## src/hw/rtl/w2s_pkg.sv

```systemverilog
`timescale 1ns / 1ps
// ----------------------------------------------------------------------------
// w2s_pkg
// Shared constants, types and the CORDIC arctangent table of the camera
// transform.
// ----------------------------------------------------------------------------
package w2s_pkg;

  localparam int SCREEN_WIDTH  = 800;
  localparam int SCREEN_HEIGHT = 600;

  // CORDIC: 21 iterations, angle units 2^24 per turn, Q30 start gain
  localparam int CORDIC_STEPS = 21;
  localparam int CW = 33;   // x/y datapath width (Q30 with growth)
  localparam int ZW = 25;   // residual angle width
  localparam logic signed [CW-1:0] CORDIC_GAIN = 33'sd652032874;

  // register indexes
  localparam logic [2:0] REG_OFS_X = 3'd0;
  localparam logic [2:0] REG_OFS_Y = 3'd1;
  localparam logic [2:0] REG_ZOOM  = 3'd2;
  localparam logic [2:0] REG_ROT   = 3'd3;
  localparam logic [2:0] REG_TILT  = 3'd4;

  // state handed from one CORDIC cell to the next, for both angles
  typedef struct packed {
    logic                 valid;
    logic signed [CW-1:0] px;
    logic signed [CW-1:0] py;
    logic signed [ZW-1:0] pz;
    logic                 pflip;
    logic                 pexact;
    logic signed [17:0]   pc;
    logic signed [17:0]   ps;
    logic signed [CW-1:0] ty;
    logic signed [ZW-1:0] tz;
    logic                 tflip;
    logic                 texact;
    logic signed [17:0]   ts;
    logic signed [23:0]   wx;
    logic signed [23:0]   wy;
    logic signed [23:0]   hz;
    logic signed [CW-1:0] tx;
  } w2s_cell_t;

  function automatic logic signed [ZW-1:0] atan_step(input int i);
    logic signed [ZW-1:0] r;
    begin
      case (i)
        0:  r = 25'sd2097152;
        1:  r = 25'sd1238021;
        2:  r = 25'sd654136;
        3:  r = 25'sd332050;
        4:  r = 25'sd166669;
        5:  r = 25'sd83416;
        6:  r = 25'sd41718;
        7:  r = 25'sd20860;
        8:  r = 25'sd10430;
        9:  r = 25'sd5215;
        10: r = 25'sd2608;
        11: r = 25'sd1304;
        12: r = 25'sd652;
        13: r = 25'sd326;
        14: r = 25'sd163;
        15: r = 25'sd81;
        16: r = 25'sd41;
        17: r = 25'sd20;
        18: r = 25'sd10;
        19: r = 25'sd5;
        default: r = 25'sd3;
      endcase
      return r;
    end
  endfunction

endpackage

```

## src/hw/rtl/w2s_cordic_cell.sv

```systemverilog
`timescale 1ns / 1ps
// ----------------------------------------------------------------------------
// w2s_cordic_cell
// One CORDIC rotation step for the plane angle and the tilt angle; the rest
// of the beat rides along to the next cell.
// ----------------------------------------------------------------------------
module w2s_cordic_cell #(
  parameter int STEP = 0
) (
  input  logic                clk,
  input  logic                rst,
  input  logic                en,
  input  w2s_pkg::w2s_cell_t  din,
  output w2s_pkg::w2s_cell_t  dout
);

  w2s_pkg::w2s_cell_t nxt;

  // rotate both vectors one step toward zero residual angle
  always_comb begin
    nxt = din;
    if (din.pz >= 0) begin
      nxt.px = din.px - (din.py >>> STEP);
      nxt.py = din.py + (din.px >>> STEP);
      nxt.pz = din.pz - w2s_pkg::atan_step(STEP);
    end else begin
      nxt.px = din.px + (din.py >>> STEP);
      nxt.py = din.py - (din.px >>> STEP);
      nxt.pz = din.pz + w2s_pkg::atan_step(STEP);
    end
    if (din.tz >= 0) begin
      nxt.tx = din.tx - (din.ty >>> STEP);
      nxt.ty = din.ty + (din.tx >>> STEP);
      nxt.tz = din.tz - w2s_pkg::atan_step(STEP);
    end else begin
      nxt.tx = din.tx + (din.ty >>> STEP);
      nxt.ty = din.ty - (din.tx >>> STEP);
      nxt.tz = din.tz + w2s_pkg::atan_step(STEP);
    end
  end

  // advance the beat when the chain moves
  always_ff @(posedge clk) begin
    if (rst) begin
      dout.valid <= 1'b0;
    end else if (en) begin
      dout.valid <= din.valid;
    end
    if (en) begin
      dout.px <= nxt.px;  dout.py <= nxt.py;  dout.pz <= nxt.pz;
      dout.pflip <= nxt.pflip;  dout.pexact <= nxt.pexact;
      dout.pc <= nxt.pc;  dout.ps <= nxt.ps;
      dout.tx <= nxt.tx;  dout.ty <= nxt.ty;  dout.tz <= nxt.tz;
      dout.tflip <= nxt.tflip;  dout.texact <= nxt.texact;
      dout.ts <= nxt.ts;
      dout.wx <= nxt.wx;  dout.wy <= nxt.wy;  dout.hz <= nxt.hz;
    end
  end

endmodule

```

## config.mk

```make
export PLATFORM = sky130hd
export DESIGN_NAME = w2s_cordic_cell
export DESIGN_NICKNAME = d
export VERILOG_FILES = /design/src/hw/rtl/w2s_pkg.sv /design/src/hw/rtl/w2s_cordic_cell.sv
export SDC_FILE = /design/constraint.sdc
export NUM_CORES = 1
export LEC_CHECK = 0
export BUFFER_PORTS_ARGS = -buffer_cell sky130_fd_sc_hd__buf_2
export CAP_MARGIN = 20
export CORE_AREA = 2 2 246 248
export CTS_BUF_LIST = sky130_fd_sc_hd__clkbuf_16
export CTS_CLUSTER_SIZE = 16
export DETAILED_ROUTE_END_ITERATION = 10
export DIE_AREA = 0 0 248 250
export GPL_TIMING_DRIVEN = 0
export SYNTH_ARGS = -nofsm -noshare
export SYNTH_HDL_FRONTEND = slang
export SYNTH_SLANG_ARGS = --single-unit
```

## constraint.sdc

```tcl
create_clock -name clk -period 3.93 [get_ports clk]
set_input_delay 0.393 -clock clk [delete_from_list [all_inputs] [get_ports clk]]
set_output_delay 0.393 -clock clk [all_outputs]
set_load 0.05 [all_outputs]
```

### Word level (Yosys, flattened, before mapping)

Cells that the tools add are included.

* flip-flop bits (word level): 313
* input port bits: 316
* word-level logic and storage cells: 32

* add/sub/neg operators: 10
* order comparisons: 2
* mux-type cells: 3

Operator list (number)
* subtractor 33 bit: 4
* 2-to-1 mux 91 bit: 1
* adder 33 bit: 2
* 2-to-1 mux 58 bit: 1
* adder 25 x 23 -> 25 bit, second input constant: 2
* greater-or-equal comparator 25 x 1 -> 1 bit, second input constant: 2
* subtractor 25 x 23 -> 25 bit, second input constant: 2
* 2-to-1 mux 33 bit: 1

### Depth between registers and ports, before layout

Gate-level depths: netlist of run 1.

* depth in word-level cells: 2
* depth in mapped cells: 13
* depth with buffers taken out: 13

### Worst setup path before layout of run 1

Ideal clock, no wire load.

* kind: in2reg
* from: in din[246] (netlist name)
* to: reg dout[278] (netlist name) (data pin)
* path slack: 0.994 ns
* stages on the path: 12
* buffers on the path: 0
* arrival time: 2.672 ns
* cells stage by stage: ha_1 > fa_1 > nor2b_1 > o2111ai_1 > nand3_1 > nand4b_1 > a2111oi_0 > o31a_1 > o41ai_1 > a211o_1 > o211ai_2 > xnor2_1

RTL lines
* start, declared: RTL line w2s_cordic_cell.sv:13 `input w2s_pkg::w2s_cell_t din,`
* end, declared: RTL line w2s_cordic_cell.sv:14 `output w2s_pkg::w2s_cell_t dout`

==> impl_results.md, run 1 <==
- Status: completed
- Total Routing Usage GR: 25.6%
- Clock transition at path regs: 0.06 ns
- Peak VDD IR: 0.427 mV
- Layout Cells excl Fill: 3701
- Cell accounting for the most synthesized area: edfxtp_1
- Most common flop cell mapped by yosys: edfxtp_1
- PortBufs: 626
- Max reg flops: 311
- Hpwl dp: 65500 um
- Crit path arrival time: 3.80 ns
- Register area: 9330 um^2
- Top Registers: dout: 311 flops
- Final Setup Violations: 0
- Clock Sinks: 311
- Cell Chain, Critical Path: buf_2, inv_1, ha_1, nor2b_1, o31ai_1, a31oi_1, a2111o_1, a211oi_2, nor2_1, a211oi_2, o211ai_1, o21ai_1, xnor2_1
- Area contributors post-synth: edfxtp_1, ha_1, a21oi_1, xnor2_1, inv_1
- Crit path launch: din[247]
- Top reg by flops: dout
- Setup crit end kind: flip-flop
- Num CTS Buffers: 39
- Area of the multi-input gates: 10300 um^2
- CP Launch Type: primary input
- Post-synth top cells: edfxtp_1, a21oi_1, ha_1
- Max stage delay on crit path: 0.69 ns
- Final worst slack: 0.434 ns
- Chip width: 248 um
- CP most frequent cell: a211oi_2
- Post-Synth XOR/XNOR Area: 5.26%
- Initial antenna violation count: 14
- Starting Density: 35.0%
- Total chip power: 0.0124 W
- Final min period: 3.50 ns
- Core ar.: 59600 um^2
- Post-CTS Resized: 0
- Pre-CTS setup slack: -0.0164 ns
- Antenna Nets Post-Route: 0
- Post-synth net total: 2571
- Post-CTS Setup Repair Bufs: 0
- Count leader, synth: edfxtp_1
- Worst R2R Start: dout[312]
- Layout Skew: 0 ns
- Die area: 62000 um^2
- Post-synth ARST share: 0%
- Layout cells sized above 1: 26.5%
- Sw frac: 38.6%
- Power Density: 442 nW/um^2
- Cell family with most CP delay: compound AO/OA/AOI/OAI gates
- Critical path class: in -> reg
- Final max-slew violation count: 0
- Register bit count reported by yosys: 311
- Comb power frac: 35.1%
- Post-synth EDFFs: 310
- Synthesized instance count: 2042
- Placed insts: 3453
- Worst slew pin tran: 1.12 ns
- DRT iter0 DRCs: 1791
- Grt total ovfl: 0
- Std cell rows: 90
- Largest family of logic cells by synthesized area: compound AO/OA/AOI/OAI gates
- Cell variety after synth: 94
- Mux share of post-synthesis cell area: 1.45%
- Crit Path Max Fanout: 5
- P_leak: 12.5 nW
- Avg Cell Area, Syn: 10.2 um^2
- Vias in the first global route: 19500
- CP max stage cell: a211oi_2
- Slew margin rel.: 25.6%
- First-pass GRT wire length: 119000 um
- Share of the synthesized area in the top cell type: 44.7%
- Switching pwr: 0.00479 W
- Endpoints failing hold: 0
- Die span in y: 250 um
- Final RePlAce weighted congestion: 0.928
- Clock share of power: 30.4%
- Synth-to-Final Area Change: 34.9%
- Root Buffer: clkbuf_16
- Later-pin clock latency in the skew report: 0.58 ns
- Vias per cell: 5.31
- CTS tree: yes
- Pint: 0.00762 W
- Via count: 19600
- IO Count: 629
- Adder-cell share of the synthesized area: 13.1%
- Ys Warns: 0
- Layout Nets: 3410
- Clk buf depth: 3
- DRC viols: 0
- Fmax: 286 MHz
- Post-synthesis compound-gate area fraction: 19.4%
- Pin count of the biggest net entering global routing: 98
- Pre-antenna DRT Iters: 6
- WP data required: 4.23 ns
- Hold path start: din[45]
- Worst Path Buf+Inv: 2
- FILL cells: 5619
- WL final: 83100 um
- Seq pwr share: 34.5%
- WL per Instance: 22.4 um
- Synth Area in Simple Gates: 10.2%
- Unrepaired setup endpoints after global routing: no
- Final period util: 89.0%
- Cell Area, Synth: 20800 um^2
- Maxcap violations: 0
- H-tree level count: 2
- Register area share after synthesis: 44.8%
- Hold crit path type: in -> reg
[routing by layer]
layer | share of wire [%] | vias to the layer above | wire (um) | GRT usage (%)
li1 | - | 9048 | - | -
met1 | 41 | 9419 | 34000 | 32.7
met2 | 48 | 1006 | 39900 | 42.7
met3 | 7.8 | 158 | 6490 | 5.14
met4 | 3.2 | 4 | 2650 | 9.05
met5 | 0.032 | - | 27 | 0
[cells by family after synthesis]
| family | after synthesis |
|---|---|
| multiplexers | 30 |
| AND/OR/NAND/NOR | 449 |
| adder cells (fa/ha/maj) | 213 |
| flip-flops | 311 |
| XOR/XNOR | 125 |
| AO/OA/AOI/OAI | 617 |
| buffers and inverters | 297 |
[power groups by stage]
stage | Combinational, W | Sequential, W | Clock, W
floorplan | 0.00147 | 0.00571 | 0
global placement | 0.00414 | 0.00437 | 0
detailed placement | 0.00415 | 0.00435 | 0
CTS | 0.00431 | 0.00429 | 0.00388
global route | 0.00459 | 0.00432 | 0.00401
finish | 0.00435 | 0.00428 | 0.00377
[cells in the final DEF, fill, tap and decap left out, drive strengths merged, types with 43 or more instances in the layout]
cell,netlist,final
a21o,43,43
xnor2,116,116
nand2,86,86
inv,203,214
edfxtp,310,310
dlygate4sd3,0,169
buf,43,672
a21oi,231,231
o21ai,116,116
ha,205,205
clkbuf,46,85
nor2,179,179
[stage by stage]
step / utilization [%] / TNS [ns] / instance area [um^2] / hold WS [ns]
2_1_floorplan: - / 0 / 20800 / 0.465
3_5_place_dp: 42.0 / -0.0319 / 25000 / 0.571
6_report: 47.2 / 0 / 28100 / 0.0357
3_3_place_gp: 41.9 / -637.17 / 24900 / 0.537
5_1_grt: 47.1 / 0 / 28100 / 0.0137
4_1_cts: 47.1 / 0 / 28100 / 0.00160
[final timing paths]
path	cells past startpoint	slack, ns	to
setup / recovery	13	0.43	dout[277]
hold / removal	1	0.04	dout[45]
setup reg to reg	2	3.22	dout[312]
hold reg to reg	2	0.62	dout[312]
[repair_timing]
action,in CTS,in global routing
setup endpoints to repair,0,0
hold endpoints to repair,169,0
hold buffers,169,0
[cell type report]
cell class	instances	area share (%)
Sequential cell	311	33.2
Clock buffer	39	3.47
Tap cell	782	3.48
Inverter	208	2.78
Timing Repair Buffer	798	17.5
Multi-Input combinational cell	1434	36.6
Buffer	89	1.52
Antenna cell	12	0.107
Clock inverter	28	1.31
(Power assumes the default switching activity.)
==> run 2: changes to the inputs <==
- RECOVER_POWER: unset -> 25
==> run 2 against run 1 <==
Worst hold slack improved by 0.045 ns. Sequential share of layout area barely moved. Utilization barely moved. First-iteration DRC count fell by 1.7%. Final cell count barely moved. Maximum frequency rose by 0.34%. Via count fell by 0.25%. Clock-buffer cell count did not move. Design area barely moved.
==> impl_results.md, run 2 (same netlist as run 1, synthesis figures left out) <==
- Pin count of the biggest net entering global routing: 98
- Num CTS Buffers: 39
- Critical path class: in -> reg
- Starting Density: 35.0%
- FILL cells: 5625
- Cell Chain, Critical Path: clkbuf_1, inv_1, ha_1, fa_1, nor2b_1, o31a_1, o21ai_1, o211ai_1, a21boi_1, a41o_1, a41oi_1, nor2_1, o211ai_2, xnor2_1
- Pre-CTS setup slack: -0.0164 ns
- CP max stage cell: a21boi_1
- Core ar.: 59600 um^2
- H-tree level count: 2
- IO Count: 629
- Layout cells sized above 1: 26.0%
- Top Registers: dout: 311 flops
- Max reg flops: 311
- Chip width: 248 um
- Unrepaired setup endpoints after global routing: no
- Final period util: 88.7%
- Clk buf depth: 3
- Clock Sinks: 311
- Peak VDD IR: 0.426 mV
- Final RePlAce weighted congestion: 0.928
- Endpoints failing hold: 0
- CTS tree: yes
- Status: completed
- Fin Hold WS: 0.0811 ns
- Final min period: 3.48 ns
- Clock transition at path regs: 0.06 ns
- Dpl cell area: 25000 um^2
- Die span in y: 250 um
- Fmax: 287 MHz
- Top reg by flops: dout
- WP data required: 4.25 ns
- Antenna Nets Post-Route: 0
- DRC viols: 0
- Hpwl dp: 65500 um
- Slew margin rel.: 25.6%
- Std cell rows: 90
- Synth-to-Final Area Change: 34.8%
- Most frequent cells in the layout: buf_2, edfxtp_1, a21oi_1
- Later-pin clock latency in the skew report: 0.58 ns
- First-pass GRT wire length: 119000 um
- Layout Nets: 3410
- Commonest non-fill, non-tap cell in the layout: buf_2
- Cell family with most CP delay: compound AO/OA/AOI/OAI gates
- WL per Instance: 22.4 um
- Final instance area: 28100 um^2
- Register area: 9330 um^2
- Worst Path Buf+Inv: 2
- Layout Cells excl Fill: 3700
- Maxcap violations: 0
- Final Setup Violations: 0
- PortBufs: 626
- Initial antenna violation count: 14
- Vias per cell: 5.29
- Via count: 19600
- P_leak: 12.4 nW
- Crit Path Max Fanout: 4
- Worst slew pin tran: 1.12 ns
- Final worst slack: 0.446 ns
- Root Buffer: clkbuf_16
- Setup crit end kind: flip-flop
- Vias in the first global route: 19500
- Crit path arrival time: 3.80 ns
- Final max-slew violation count: 0
- Grt total ovfl: 0
- Max stage delay on crit path: 0.43 ns
- WL final: 83000 um
- DRT iter0 DRCs: 1760
- Area of the multi-input gates: 10300 um^2
- Power Density: 442 nW/um^2
- Placed insts: 3453
- Total Routing Usage GR: 25.6%
- Layout Skew: 0 ns
- Die area: 62000 um^2
- CP Launch Type: primary input
- Hold crit path type: in -> reg
- Pre-antenna DRT Iters: 5
- Sum of negative setup slack: 0 ns
- Post-CTS Resized: 0
run 2: changes by cell type in the layout (fill, tap and decap cells not counted), sizes merged:
cell	previous run	this run
diode	12	11
buf	672	657
clkbuf	85	100
run 2: final timing paths:
kind,to,start,cells past startpoint,slack (ns)
worst max-delay path,dout[278],din[246],14,0.45
worst min-delay path,dout[72],din[72],1,0.08
worst max register to register,dout[312],dout[312],2,3.22
worst min register to register,dout[312],dout[312],2,0.62
run 2: worst reg2reg max path, stage by stage (launching register included):
cell     delay (ns)
dfxtp_1        0.40
mux2i_1        0.10
nor2_1         0.14
run 2: final cells by class:
class	count	share of cell area (%)
antenna	11	0.0980
buffer	89	1.52
clock buffer	39	3.48
clock inverter	28	1.31
inverter	208	2.78
multi-input combinational	1434	36.6
sequential	311	33.2
tap	782	3.49
timing repair buffer	798	17.5
run 2: repair_timing:
item | CTS | global route
buffers inserted | 0 | 0
endpoints found under the hold margin | 169 | 0
hold buffers | 169 | 0
run 2: routing by layer:
layer | track usage [%] | up-vias | wire length [um]
li1 | - | 9046 | -
met1 | 32.7 | 9415 | 33800
met2 | 42.7 | 966 | 39800
met3 | 5.14 | 154 | 6580
met4 | 9.05 | 4 | 2730
met5 | 0 | - | 45
run 2: through the flow:
stage | total power (W) | util (%)
2_1_floorplan | 0.00718 | -
3_3_place_gp | 0.00851 | 41.9
3_5_place_dp | 0.00850 | 42.0
4_1_cts | 0.0125 | 47.1
5_1_grt | 0.0129 | 47.1
6_report | 0.0124 | 47.1
run 2: power by group:
group	total, W	switching, W	internal (W)
clock	0.00378	0.00154	0.00223
combinational	0.00435	0.00312	0.00123
sequential	0.00428	0.000128	0.00416
total	0.0124	0.00479	0.00762
==> run 3: changes to the inputs <==
- clock period: 3.93 -> 3 ns (I/O delays scaled with it)
==> run 3 against run 2 <==
The run now ends with negative setup slack left. Utilization grew 0.59 points. Routed wire length grew 0.43%. Largest power group unchanged. Critical path depth shrank 1. Highest routed layer unchanged.
==> impl_results.md, run 3 (same netlist as run 1, synthesis figures left out) <==
- Hold crit path type: in -> reg
- Pre-antenna DRT Iters: 5
- Initial antenna violation count: 16
- Num CTS Buffers: 39
- FF-to-FF path depth: 3
- H-tree level count: 2
- Vias per cell: 5.31
- Maxcap violations: 0
- Critical path class: in -> reg
- DRC viols: 0
- Sum of negative setup slack: -0.00981 ns
- Clock transition at path regs: 0.06 ns
- Pin count of the biggest net entering global routing: 98
- Setup crit end kind: flip-flop
- Final RePlAce weighted congestion: 0.928
- WL per Instance: 22.4 um
- Die area: 62000 um^2
- Hpwl dp: 65500 um
- Antenna Nets Post-Route: 0
- Final min period: 3.01 ns
- CTS tree: yes
- Grt total ovfl: 0
- Starting Density: 35.0%
- WP data required: 3.30 ns
- Violated checks: negative setup slack
- Worst R2R Setup Slack: 1.78 ns
- Power Density: 575 nW/um^2
- Total Routing Usage GR: 25.6%
- Chip width: 248 um
- Peak VDD IR: 0.555 mV
- Crit Path Max Fanout: 5
- PortBufs: 626
- WL final: 83400 um
- Root Buffer: clkbuf_16
- Hold Path End: dout[147]
- Slew margin rel.: 25.2%
- Worst Hold Path Cells: 2
- Worst R2R Start: dout[312]
- FF-to-FF End: dout[312]
- Final Setup Violations: 2
- Later-pin clock latency in the skew report: 0.58 ns
- Final period util: 100%
- Most frequent cells in the layout: buf_2, edfxtp_1, a21oi_1
- IO Count: 629
- Worst slew pin tran: 1.12 ns
- Crit path arrival time: 3.31 ns
- Placed insts: 3453
- Final worst slack: -0.00921 ns
- Final max-slew violation count: 0
- Unrepaired setup endpoints after global routing: yes
- Top reg by flops: dout
- Fmax: 332 MHz
- Clock Sinks: 311
- Clk buf depth: 3
- Die span in y: 250 um
- Layout Skew: 0 ns
- Commonest non-fill, non-tap cell in the layout: buf_2
- Via count: 19700
- Hold path start: din[147]
- Status: complete, but fails checks
- Top Registers: dout: 311 flops
- Layout Cells excl Fill: 3716
- Max reg flops: 311
- Std cell rows: 90
- Layout Nets: 3425
- Core ar.: 59600 um^2
- Layout cells sized above 1: 27.1%
- P_leak: 12.5 nW
- DRT iter0 DRCs: 1747
- Synth-to-Final Area Change: 36.5%
- Vias in the first global route: 19500
- Total chip power: 0.0163 W
- First-pass GRT wire length: 119000 um
- CP Launch Type: primary input
- Endpoints failing hold: 0
[run 3: metrics by stage]
step	util (%)	worst slack, ns	area [um^2]	hold slack, ns
finish	47.7	-0.00921	28400	0.0973
global route	47.7	-0.0457	28400	0.0797
CTS	47.4	0.000594	28200	0.0526
detailed placement	42.0	-0.853	25000	0.478
global placement	41.9	-3.06	24900	0.476
floorplan	-	0.157	20800	0.372
[run 3: metal layers]
metal  vias up  wire (um)  track usage, %
li1       9088          -               -
met1      9469      33700            32.5
met2      1001      39800            42.4
met3       169       6850            5.24
met4         4       3020            10.1
met5         -         27               0
[run 3: cell type report]
cell class                      instances  area, um^2
Antenna cell                           12        30.0
Fill cell                            5587       31100
Multi-Input combinational cell       1434       10500
Buffer                                 89         428
Tap cell                              782         978
Clock buffer                           39         976
Inverter                              208         781
Timing Repair Buffer                  813        5030
Sequential cell                       311        9330
Clock inverter                         28         368
[run 3: power breakdown]
group	total (W)	switching, W	internal [W]
combinational	0.00578	0.00413	0.00165
clock	0.00494	0.00201	0.00293
sequential	0.00561	0.000166	0.00544
total	0.0163	0.00631	0.0100
[run 3: worst max-delay path by stage]
stage                      to  startpoint  slack [ns]  cells after the start
floorplan           dout[278]    din[246]        0.16                     12
global placement    dout[312]          en       -3.06                      3
detailed placement  dout[277]    din[247]       -0.85                     13
CTS                 dout[301]    din[246]      0.0006                     12
global route        dout[267]    din[247]       -0.05                     14
finish              dout[277]    din[247]      -0.009                     13
[run 3: worst max-delay path: stages]
cell	delay (ns)
buf_2	0.16
inv_1	0.10
ha_1	0.32
nor2b_1	0.16
o31ai_2	0.35
a31oi_1	0.18
a2111o_1	0.55
a211oi_4	0.42
nor2_1	0.10
a211oi_2	0.28
o211ai_1	0.12
o21ai_1	0.13
xnor2_1	0.12
[run 3: timing repair]
action	4_1_cts	5_1_grt
hold buffers	176	0
setup endpoints to repair	13	31
setup buffers	1	7
resized for setup	10	27
pin swaps	3	8
endpoints found under the hold margin	175	0
